`src/sv/popcount_adder_witness_defines.svh`:
```
// Assertion macros for the popcount adder witness block.
// Included by files that carry concurrent checks; expects clk and rst_n in scope.
`ifndef POPCOUNT_ADDER_WITNESS_DEFINES_SVH
`define POPCOUNT_ADDER_WITNESS_DEFINES_SVH

// same-cycle implication, disabled during reset
`define PCAW_ASSERT_IMP(label, ante, cons, msg) \
    label: assert property (@(posedge clk) disable iff (!rst_n) (ante) |-> (cons)) \
        else $error(msg);

// next-cycle implication, disabled during reset
`define PCAW_ASSERT_NXT(label, ante, cons, msg) \
    label: assert property (@(posedge clk) disable iff (!rst_n) (ante) |=> (cons)) \
        else $error(msg);

`endif

```
`src/sv/pcaw_pkg.sv`:
```
// Shared constants and controller/datapath interface types for the popcount witness.
// No dependencies.
package pcaw_pkg;

    localparam int MAX_BITS    = 128;
    localparam int IN_BYTES    = (MAX_BITS + 7) / 8;
    localparam int STORE_BYTES = (3 * MAX_BITS + 7) / 8;

    localparam int LP_W      = $clog2(IN_BYTES + 1);
    localparam int IB_IDX_W  = $clog2(IN_BYTES);
    localparam int POS_W     = $clog2(STORE_BYTES * 8 + 1);
    localparam int MEM_AW    = $clog2(STORE_BYTES);
    localparam int NB_W      = $clog2(STORE_BYTES + 1);
    localparam int CNT_W     = $clog2(MAX_BITS + 1);
    localparam int LV_IDX_W  = $clog2(MAX_BITS);

    localparam int BC_W      = 8;
    localparam int BYTE_W    = 8;
    localparam int INDEX_W   = 6;
    localparam int WEIGHT_W  = 8;

    localparam int ADDR_W    = 3;
    localparam int DATA_W    = 32;
    localparam int REG_IDX_W = ADDR_W - 2;

    localparam logic [REG_IDX_W-1:0] REG_BIT_COUNT   = REG_IDX_W'(0);
    localparam logic [BC_W-1:0]      BIT_COUNT_RESET = BC_W'(128);

    typedef struct packed {
        logic load;
        logic capture;
        logic emit_in;
        logic walk_init;
        logic walk;
        logic next_level;
        logic emit_car;
        logic flush;
        logic out_start;
        logic out_load;
        logic out_adv;
    } pcaw_cmd_t;

    typedef struct packed {
        logic cnt_last;
        logic len_one;
        logic out_last;
    } pcaw_stat_t;

endpackage

```
`src/sv/pcaw_cfg.sv`:
```
// Configuration register file: APB-style write/read of bit_count.
// Depends on pcaw_pkg.
module pcaw_cfg (
    input  logic                         clk,
    input  logic                         rst_n,
    input  logic                         psel,
    input  logic                         penable,
    input  logic                         pwrite,
    input  logic [pcaw_pkg::ADDR_W-1:0]  paddr,
    input  logic [pcaw_pkg::DATA_W-1:0]  pwdata,
    output logic [pcaw_pkg::DATA_W-1:0]  prdata,
    output logic                         pready,
    output logic [pcaw_pkg::BC_W-1:0]    bit_count
);
    import pcaw_pkg::*;

    logic [BC_W-1:0]      bit_count_reg;
    logic [BC_W-1:0]      bit_count_next;
    logic [REG_IDX_W-1:0] reg_idx;
    logic                 wr_en;

    assign pready  = 1'b1;
    assign reg_idx = paddr[ADDR_W-1:2];
    assign wr_en   = psel && penable && pwrite && pready;

    always_comb
    begin
        bit_count_next = bit_count_reg;
        if (wr_en && (reg_idx == REG_BIT_COUNT))
        begin
            bit_count_next = pwdata[BC_W-1:0];
        end
    end

    always_ff @(posedge clk or negedge rst_n)
    begin
        if (!rst_n)
        begin
            bit_count_reg <= BIT_COUNT_RESET;
        end
        else
        begin
            bit_count_reg <= bit_count_next;
        end
    end

    assign prdata    = (reg_idx == REG_BIT_COUNT) ? DATA_W'(bit_count_reg) : '0;
    assign bit_count = bit_count_reg;

endmodule

```
`src/sv/pcaw_ctrl.sv`:
```
// Sequencer for the popcount witness: load, adder walk per level, flush, byte output.
// Depends on pcaw_pkg; drives pcaw_dp through pcaw_cmd_t.
module pcaw_ctrl (
    input  logic                  clk,
    input  logic                  rst_n,
    input  logic                  in_valid,
    input  logic                  last_byte,
    input  logic                  out_stall,
    input  pcaw_pkg::pcaw_stat_t  stat,
    output logic                  in_stall,
    output pcaw_pkg::pcaw_cmd_t   cmd
);
    import pcaw_pkg::*;

    typedef enum logic [3:0] {
        ST_IDLE,
        ST_CAPTURE,
        ST_INBITS,
        ST_WALK_INIT,
        ST_WALK,
        ST_NEXT_LEVEL,
        ST_CARRY,
        ST_FLUSH,
        ST_OUT_READ,
        ST_OUT_LOAD,
        ST_OUT_WAIT
    } state_t;

    state_t state_reg;
    state_t state_next;
    logic   in_accept;

    // final bytes start a message only from idle
    assign in_stall  = (state_reg == ST_CAPTURE) || ((state_reg != ST_IDLE) && last_byte);
    assign in_accept = in_valid && !in_stall;

    always_comb
    begin
        state_next = state_reg;
        cmd        = '0;
        cmd.load   = in_accept;
        case (state_reg)
            ST_IDLE:
            begin
                if (in_accept && last_byte)
                begin
                    state_next = ST_CAPTURE;
                end
            end
            ST_CAPTURE:
            begin
                cmd.capture = 1'b1;
                state_next  = ST_INBITS;
            end
            ST_INBITS:
            begin
                cmd.emit_in = 1'b1;
                if (stat.cnt_last)
                begin
                    state_next = stat.len_one ? ST_FLUSH : ST_WALK_INIT;
                end
            end
            ST_WALK_INIT:
            begin
                cmd.walk_init = 1'b1;
                state_next    = ST_WALK;
            end
            ST_WALK:
            begin
                cmd.walk = 1'b1;
                if (stat.cnt_last)
                begin
                    state_next = ST_NEXT_LEVEL;
                end
            end
            ST_NEXT_LEVEL:
            begin
                cmd.next_level = 1'b1;
                state_next     = ST_CARRY;
            end
            ST_CARRY:
            begin
                cmd.emit_car = 1'b1;
                if (stat.cnt_last)
                begin
                    state_next = stat.len_one ? ST_FLUSH : ST_WALK_INIT;
                end
            end
            ST_FLUSH:
            begin
                cmd.flush     = 1'b1;
                cmd.out_start = 1'b1;
                state_next    = ST_OUT_READ;
            end
            ST_OUT_READ:
            begin
                state_next = ST_OUT_LOAD;
            end
            ST_OUT_LOAD:
            begin
                cmd.out_load = 1'b1;
                state_next   = ST_OUT_WAIT;
            end
            ST_OUT_WAIT:
            begin
                if (!out_stall)
                begin
                    cmd.out_adv = 1'b1;
                    state_next  = stat.out_last ? ST_IDLE : ST_OUT_READ;
                end
            end
            default:
            begin
                state_next = ST_IDLE;
            end
        endcase
    end

    always_ff @(posedge clk or negedge rst_n)
    begin
        if (!rst_n)
        begin
            state_reg <= ST_IDLE;
        end
        else
        begin
            state_reg <= state_next;
        end
    end

endmodule

```
`src/sv/pcaw_dp.sv`:
```
// Datapath: input byte slots, level shifters, one full adder, bit packer, witness memory,
// output register. Depends on pcaw_pkg; controlled by pcaw_ctrl.
module pcaw_dp (
    input  logic                           clk,
    input  logic                           rst_n,
    input  pcaw_pkg::pcaw_cmd_t            cmd,
    output pcaw_pkg::pcaw_stat_t           stat,
    input  logic [pcaw_pkg::BYTE_W-1:0]    data_byte,
    input  logic [pcaw_pkg::BC_W-1:0]      bit_count,
    output logic                           out_valid,
    output logic [pcaw_pkg::BYTE_W-1:0]    witness_byte,
    output logic [pcaw_pkg::INDEX_W-1:0]   byte_index,
    output logic [pcaw_pkg::WEIGHT_W-1:0]  weight,
    output logic                           last_result
);
    import pcaw_pkg::*;

    logic [IN_BYTES-1:0][BYTE_W-1:0] in_bytes_reg, in_bytes_next;
    logic [LP_W-1:0]                 lp_reg, lp_next;
    logic [MAX_BITS-1:0]             lv_reg, lv_next;
    logic [MAX_BITS-1:0]             car_reg, car_next;
    logic                            sum_reg, sum_next;
    logic [LV_IDX_W-1:0]             widx_reg, widx_next;
    logic [CNT_W-1:0]                cnt_reg, cnt_next;
    logic [CNT_W-1:0]                len_reg, len_next;
    logic [WEIGHT_W-1:0]             weight_reg, weight_next;
    logic [POS_W-1:0]                pos_reg, pos_next;
    logic [BYTE_W-1:0]               acc_reg, acc_next;
    logic [NB_W-1:0]                 nbytes_reg, nbytes_next;
    logic [MEM_AW-1:0]               out_idx_reg, out_idx_next;
    logic [BYTE_W-1:0]               rdata_reg;
    logic                            out_valid_reg, out_valid_next;
    logic [BYTE_W-1:0]               witness_byte_reg, witness_byte_next;
    logic [INDEX_W-1:0]              byte_index_reg, byte_index_next;
    logic [WEIGHT_W-1:0]             weight_out_reg, weight_out_next;
    logic                            last_result_reg, last_result_next;

    logic [BYTE_W-1:0] witness_mem [STORE_BYTES];

    logic [CNT_W-1:0]    m_eff;
    logic [MAX_BITS-1:0] masked;
    logic                fa_sum;
    logic                fa_car;
    logic                emit;
    logic                emit_bit;
    logic                mem_we;
    logic [MEM_AW-1:0]   mem_waddr;
    logic [BYTE_W-1:0]   mem_wdata;
    logic                out_last;

    always_comb
    begin
        if (bit_count == '0)
        begin
            m_eff = CNT_W'(1);
        end
        else if (int'(bit_count) > MAX_BITS)
        begin
            m_eff = CNT_W'(MAX_BITS);
        end
        else
        begin
            m_eff = CNT_W'(bit_count);
        end
    end

    always_comb
    begin
        for (int k = 0; k < MAX_BITS; k++)
        begin
            masked[k] = in_bytes_reg[k / BYTE_W][k % BYTE_W] && (k < int'(m_eff));
        end
    end

    assign fa_sum   = sum_reg ^ lv_reg[0] ^ lv_reg[1];
    assign fa_car   = (sum_reg & lv_reg[0]) | (sum_reg & lv_reg[1]) | (lv_reg[0] & lv_reg[1]);
    assign emit     = cmd.emit_in || cmd.walk || cmd.emit_car;
    assign emit_bit = cmd.walk ? fa_sum : car_reg[0];
    assign out_last = (NB_W'(out_idx_reg) + NB_W'(1)) == nbytes_reg;

    assign stat.cnt_last = (cnt_reg == CNT_W'(1));
    assign stat.len_one  = (len_reg == CNT_W'(1));
    assign stat.out_last = out_last;

    always_comb
    begin
        in_bytes_next     = in_bytes_reg;
        lp_next           = lp_reg;
        lv_next           = lv_reg;
        car_next          = car_reg;
        sum_next          = sum_reg;
        widx_next         = widx_reg;
        cnt_next          = cnt_reg;
        len_next          = len_reg;
        weight_next       = weight_reg;
        pos_next          = pos_reg;
        acc_next          = acc_reg;
        nbytes_next       = nbytes_reg;
        out_idx_next      = out_idx_reg;
        out_valid_next    = out_valid_reg;
        witness_byte_next = witness_byte_reg;
        byte_index_next   = byte_index_reg;
        weight_out_next   = weight_out_reg;
        last_result_next  = last_result_reg;
        mem_we            = 1'b0;
        mem_waddr         = MEM_AW'(pos_reg >> 3);
        mem_wdata         = acc_reg;

        if (cmd.load && (lp_reg < LP_W'(IN_BYTES)))
        begin
            in_bytes_next[lp_reg[IB_IDX_W-1:0]] = data_byte;
            lp_next = lp_reg + LP_W'(1);
        end

        if (cmd.capture)
        begin
            in_bytes_next = '0;
            lp_next       = '0;
            lv_next       = masked;
            car_next      = masked;
            cnt_next      = m_eff;
            len_next      = m_eff;
            weight_next   = '0;
            pos_next      = '0;
            acc_next      = '0;
        end

        if (cmd.emit_in)
        begin
            weight_next = weight_reg + WEIGHT_W'(car_reg[0]);
        end

        if (cmd.emit_in || cmd.emit_car)
        begin
            car_next = car_reg >> 1;
            cnt_next = cnt_reg - CNT_W'(1);
        end

        if (cmd.walk_init)
        begin
            sum_next  = lv_reg[0];
            lv_next   = lv_reg >> 1;
            car_next  = '0;
            widx_next = '0;
            cnt_next  = len_reg >> 1;
        end

        if (cmd.walk)
        begin
            sum_next           = fa_sum;
            lv_next            = lv_reg >> 2;
            car_next[widx_reg] = fa_car;
            widx_next          = widx_reg + LV_IDX_W'(1);
            cnt_next           = cnt_reg - CNT_W'(1);
        end

        if (cmd.next_level)
        begin
            lv_next  = car_reg;
            len_next = len_reg >> 1;
            cnt_next = len_reg >> 1;
        end

        // pack bits into bytes; write a byte once its top bit lands
        if (emit)
        begin
            if (pos_reg[2:0] == 3'd7)
            begin
                mem_we    = 1'b1;
                mem_wdata = {emit_bit, acc_reg[BYTE_W-2:0]};
                acc_next  = '0;
            end
            else
            begin
                acc_next[pos_reg[2:0]] = emit_bit;
            end
            pos_next = pos_reg + POS_W'(1);
        end

        if (cmd.flush)
        begin
            nbytes_next = NB_W'(pos_reg >> 3) + NB_W'(pos_reg[2:0] != 3'd0);
            if (pos_reg[2:0] != 3'd0)
            begin
                mem_we = 1'b1;
            end
        end

        if (cmd.out_start)
        begin
            out_idx_next = '0;
        end

        if (cmd.out_load)
        begin
            out_valid_next    = 1'b1;
            witness_byte_next = rdata_reg;
            byte_index_next   = INDEX_W'(out_idx_reg);
            weight_out_next   = out_last ? weight_reg : '0;
            last_result_next  = out_last;
        end

        if (cmd.out_adv)
        begin
            out_valid_next = 1'b0;
            out_idx_next   = out_idx_reg + MEM_AW'(1);
        end
    end

    always_ff @(posedge clk or negedge rst_n)
    begin
        if (!rst_n)
        begin
            in_bytes_reg  <= '0;
            lp_reg        <= '0;
            out_valid_reg <= 1'b0;
        end
        else
        begin
            in_bytes_reg  <= in_bytes_next;
            lp_reg        <= lp_next;
            out_valid_reg <= out_valid_next;
        end
    end

    always_ff @(posedge clk)
    begin
        lv_reg           <= lv_next;
        car_reg          <= car_next;
        sum_reg          <= sum_next;
        widx_reg         <= widx_next;
        cnt_reg          <= cnt_next;
        len_reg          <= len_next;
        weight_reg       <= weight_next;
        pos_reg          <= pos_next;
        acc_reg          <= acc_next;
        nbytes_reg       <= nbytes_next;
        out_idx_reg      <= out_idx_next;
        witness_byte_reg <= witness_byte_next;
        byte_index_reg   <= byte_index_next;
        weight_out_reg   <= weight_out_next;
        last_result_reg  <= last_result_next;
    end

    always_ff @(posedge clk)
    begin
        if (mem_we)
        begin
            witness_mem[mem_waddr] <= mem_wdata;
        end
        rdata_reg <= witness_mem[out_idx_reg];
    end

    assign out_valid    = out_valid_reg;
    assign witness_byte = witness_byte_reg;
    assign byte_index   = byte_index_reg;
    assign weight       = weight_out_reg;
    assign last_result  = last_result_reg;

endmodule

```
`src/sv/popcount_adder_witness.sv`:
```
// Popcount full-adder-chain witness. Input bytes load one per cycle, and bytes of the next
// message keep loading while the current one is worked on; a final byte waits for idle, and
// every byte waits out the single capture cycle that follows a final byte. After capture,
// one full adder runs per cycle: the m input bits stream out first, then each adder level
// walks its bit pairs through the adder and copies out its carries, and a flush writes any
// partial last byte. The witness then leaves the witness memory through read, load and wait
// states per byte, 48 bytes for m = 128, and an output stall holds each byte in the wait state.
// The total weight rides on the final byte.
`include "popcount_adder_witness_defines.svh"

module popcount_adder_witness (
    input  logic                           clk,
    input  logic                           rst_n,
    input  logic                           psel,
    input  logic                           penable,
    input  logic                           pwrite,
    input  logic [pcaw_pkg::ADDR_W-1:0]    paddr,
    input  logic [pcaw_pkg::DATA_W-1:0]    pwdata,
    output logic [pcaw_pkg::DATA_W-1:0]    prdata,
    output logic                           pready,
    input  logic                           in_valid,
    output logic                           in_stall,
    input  logic [pcaw_pkg::BYTE_W-1:0]    data_byte,
    input  logic                           last_byte,
    output logic                           out_valid,
    input  logic                           out_stall,
    output logic [pcaw_pkg::BYTE_W-1:0]    witness_byte,
    output logic [pcaw_pkg::INDEX_W-1:0]   byte_index,
    output logic [pcaw_pkg::WEIGHT_W-1:0]  weight,
    output logic                           last_result
);
    import pcaw_pkg::*;

    logic [BC_W-1:0] bit_count;
    pcaw_cmd_t       cmd;
    pcaw_stat_t      stat;

    pcaw_cfg u_cfg (
        .clk       (clk),
        .rst_n     (rst_n),
        .psel      (psel),
        .penable   (penable),
        .pwrite    (pwrite),
        .paddr     (paddr),
        .pwdata    (pwdata),
        .prdata    (prdata),
        .pready    (pready),
        .bit_count (bit_count)
    );

    pcaw_ctrl u_ctrl (
        .clk       (clk),
        .rst_n     (rst_n),
        .in_valid  (in_valid),
        .last_byte (last_byte),
        .out_stall (out_stall),
        .stat      (stat),
        .in_stall  (in_stall),
        .cmd       (cmd)
    );

    pcaw_dp u_dp (
        .clk          (clk),
        .rst_n        (rst_n),
        .cmd          (cmd),
        .stat         (stat),
        .data_byte    (data_byte),
        .bit_count    (bit_count),
        .out_valid    (out_valid),
        .witness_byte (witness_byte),
        .byte_index   (byte_index),
        .weight       (weight),
        .last_result  (last_result)
    );

    `PCAW_ASSERT_IMP(a_no_start_while_busy, out_valid, !(in_valid && !in_stall && last_byte), "final byte taken while results pending")
    `PCAW_ASSERT_IMP(a_weight_on_last_only, out_valid && !last_result, weight == '0, "weight set on a non-final item")
    `PCAW_ASSERT_NXT(a_idle_after_last, out_valid && !out_stall && last_result, !in_stall, "input not open after final item")

endmodule

```
`config.mk`:
```
export PLATFORM = sky130hd
export DESIGN_NAME = popcount_adder_witness
export DESIGN_NICKNAME = d
export VERILOG_FILES = /design/src/sv/pcaw_pkg.sv /design/src/sv/pcaw_cfg.sv /design/src/sv/pcaw_ctrl.sv /design/src/sv/pcaw_dp.sv /design/src/sv/popcount_adder_witness.sv
export VERILOG_INCLUDE_DIRS = /design/src /design/src/sv
export SDC_FILE = /design/constraint.sdc
export NUM_CORES = 2
export LEC_CHECK = 0
export BUFFER_PORTS_ARGS = -buffer_cell sky130_fd_sc_hd__buf_2
export CORE_UTILIZATION = 57
export CTS_CLUSTER_SIZE = 28
export DETAILED_ROUTE_END_ITERATION = 10
export PLACE_DENSITY = 0.77
export REMOVE_ABC_BUFFERS = 1
export SLEW_MARGIN = 5
export SYNTH_ARGS = -nofsm -noshare
export SYNTH_HDL_FRONTEND = slang
export SYNTH_HIERARCHICAL = 1
export SYNTH_SLANG_ARGS = --single-unit
```
`constraint.sdc`:
```
create_clock -name clk -period 4.7 [get_ports clk]
set_clock_uncertainty 0.2 [all_clocks]
set_input_delay 0.705 -clock clk [delete_from_list [all_inputs] [get_ports clk]]
set_output_delay 0.705 -clock clk [all_outputs]
set_load 0.1 [all_outputs]
```
==> impl_metrics.env <==
export IMPL_syn_avg_cell_area_sq_um=11.3
export IMPL_drt_iter0_drc=5179
export IMPL_wl_per_cell_um=28.8
export IMPL_yosysTopAreaCellShare=0.416
export IMPL_initial_core_util=0.578
export IMPL_dr_total_vias=33200
export IMPL_cts_sinks=878
export IMPL_gr_total_overflow=0
export IMPL_max_vdd_ir_drop_mv=0.341
export IMPL_drt_pre_antenna_iters=11
export IMPL_die_h_um=275
export IMPL_setup_violations=0
export IMPL_io_buffer_count=57
export IMPL_status="finished with violations"
export IMPL_cts_buffers=91
export IMPL_rsz0062_at_grt="false"
export IMPL_finalCritPeriodShare=0.849
export IMPL_ys_warn_count=6
export IMPL_required_ns=4.79
export IMPL_ys_ff_latch=878
export IMPL_synthesis_area_sq_um=42300
export IMPL_die_area_sq_um=75400
export IMPL_power_leakage_nw=16.4
export IMPL_htreeDepth=3
export IMPL_arrival_ns=4.08
export IMPL_post_cts_resized=0
export IMPL_slew_violations=0
export IMPL_cap_violations=0
export IMPL_largest_reg_flops=384
export IMPL_setup_ws_ns=0.710
export IMPL_finalCoreUtilization=0.636
export IMPL_synthCells=3746
export IMPL_final_hold_viol_count=0
export IMPL_drive_gt1_frac=0.144
export IMPL_dp_hpwl_mm=81.4
export IMPL_globalplace_congestion=0.999
export IMPL_area_delta_synth_final_pct=9.94
export IMPL_grt_max_degree=102
export IMPL_powerDensity_nw_per_um2=405
export IMPL_clkTransAtPathRegs_ns=0.06
export IMPL_crit_fanout=15
export IMPL_async_flop_share=0.166
export IMPL_fmaxAchievable_mhz=251
export IMPL_ys_seq_area_frac=0.571
export IMPL_worstMarginPinSlew_ns=1.40
export IMPL_critPathKind="flop to flop"
export IMPL_synth_area_leaders="edfxtp_1, dfrtp_1, dfxtp_1"
export IMPL_end_kind="flop"
export IMPL_largest_register="u_dp/witness_mem"
export IMPL_clockBufferDepth=3
export IMPL_setup_worst_path_start="u_ctrl/state_reg[2]"
export IMPL_cp_start_kind="flop"
export IMPL_nNetsFinal=3759
export IMPL_post_route_min_period_ns=3.99
export IMPL_antenna_found_initial=6
export IMPL_synthTopCellsByCount="edfxtp_1, o21ai_0, nand2_1"
export IMPL_dp_slack_ns=0.743
export IMPL_grt_pass1_wl_mm=202
export IMPL_r2r_cells=7
export IMPL_postRouteWirelength_mm=136
export IMPL_synth_largest_area_cell="edfxtp_1"
export IMPL_synth_edf_count=586
export IMPL_synth_most_common_cell="edfxtp_1"
export IMPL_rows=99
export IMPL_hp_class="primary input to flop"
export IMPL_reg2reg_slack_ns=0.71
export IMPL_p_total_mw=18.9
export IMPL_antenna_left=0
export IMPL_r2r_start="u_ctrl/state_reg[2]"
export IMPL_cts_tree="yes"
export IMPL_worstReg2RegEnd="u_dp/witness_mem[10][6]"
export IMPL_slew_headroom=0.0660
export IMPL_yosysUniqueCellTypes=99
export IMPL_route_detailed_drc=4
export IMPL_root_buffer="clkbuf_16"
export IMPL_setup_tns_ns=0
export IMPL_clk_latency_ns=0.67
export IMPL_ios=109
export IMPL_setup_worst_path_end="u_dp/witness_mem[10][6]"
export IMPL_via_per_inst=7.01
export IMPL_grt_usage=0.359
export IMPL_core_area_sq_um=73200
export IMPL_cts_setup_buffers=0
export IMPL_synth_ff_type="edfxtp_1"
export IMPL_violations="DRC"
export IMPL_grt_pass1_vias=31600
export IMPL_die_width_um=275
## final cells by class
type / count / area, sq um
inverter: 45 / 169
multi-input combinational: 2501 / 16600
antenna: 2 / 5.00
fill: 5498 / 26700
tap: 959 / 1200
sequential: 878 / 24200
clock inverter: 43 / 523
clock buffer: 129 / 2590
timing repair buffer: 175 / 1310
## logic make-up (layout without fill, tap and decap cells)
logic type	Yosys count	in the layout	share of synthesized area
AO/OA/AOI/OAI	1169	1169	0.176
XOR/XNOR	38	38	0.00819
adder cells (fa/ha/maj)	16	16	0.00491
buffers and inverters	390	392	0.0413
flip-flops	878	878	0.571
multiplexers	265	265	0.0909
other	2	27	0.000177
AND/OR/NAND/NOR	988	988	0.107
## how the worst min path moves through the flow
stage                           start                    to  slack, ns  depth (start not counted)
finish                      pwdata[5]    u_cfg/bit_count[5]       0.07                          2
global route                pwdata[0]    u_cfg/bit_count[0]       0.06                          2
CTS                         pwdata[1]    u_cfg/bit_count[1]       0.06                          2
detailed placement  u_dp/rdata_reg[7]  u_dp/witness_byte[7]       0.20                          0
global placement    u_dp/rdata_reg[1]  u_dp/witness_byte[1]       0.19                          0
floorplan           u_dp/rdata_reg[0]  u_dp/witness_byte[0]       0.19                          0
## power by group
group | switching (mW) | internal, mW
Clock | 3.17 | 4.38
Combinational | 1.62 | 0.634
Sequential | 0.413 | 8.66
Total | 5.20 | 13.7
## cell usage in the layout (no fill, tap or decap), types with 19 or more instances in the layout
cell / netlist / final
edfxtp_1: 586 / 586
o21ai_0: 405 / 405
nand2_1: 372 / 371
nor2_1: 291 / 287
a21oi_1: 248 / 248
dfxtp_1: 146 / 146
dfrtp_1: 145 / 145
buf_4: 41 / 107
mux2i_1: 103 / 103
clkbuf_16: 0 / 94
mux4_2: 88 / 88
a22oi_1: 83 / 83
mux2_2: 74 / 74
nand3_1: 67 / 67
o211ai_1: 60 / 60
buf_2: 56 / 56
nor2b_1: 52 / 51
inv_1: 43 / 40
and2_1: 36 / 36
o221ai_1: 35 / 35
o31ai_1: 31 / 31
and3_1: 29 / 29
o22ai_1: 28 / 28
o32ai_1: 27 / 27
conb_1: 2 / 25
nor3_1: 30 / 25
clkbuf_1: 211 / 24
nand2b_1: 23 / 23
a31oi_1: 21 / 21
xor2_1: 21 / 21
a211oi_1: 21 / 21
a22o_1: 19 / 19
## metrics by stage
stage | hold slack (ns) | instance area [sq um] | instances
finish | 0.0653 | 46500 | 4732
floorplan | 0.186 | 40800 | 3424
detailed placement | 0.203 | 43400 | 4557
global placement | 0.186 | 43400 | 4557
global route | 0.0588 | 46500 | 4730
CTS | 0.0593 | 46500 | 4730
## worst max-delay path, stage by stage (launching register included)
cell and delay (ns):
dfrtp_1 0.63, nand2b_1 0.25, nor2_1 0.54, o31a_1 0.35
a21oi_1 0.14, nor2_1 0.25, nand3b_1 0.46, nor2_1 0.78
## layer usage
layer / track usage / wire (um)
met5: 0 / 27
met4: 0.223 / 10700
met3: 0.106 / 18400
met2: 0.544 / 59500
met1: 0.455 / 47500
## timing repair
action / 4_1_cts / 5_1_grt
hold endpoints to repair: 50 / 0
hold buffers: 1 / 0
endpoints found under the setup margin: 0 / 0
Power figures use the tool's default switching activity.
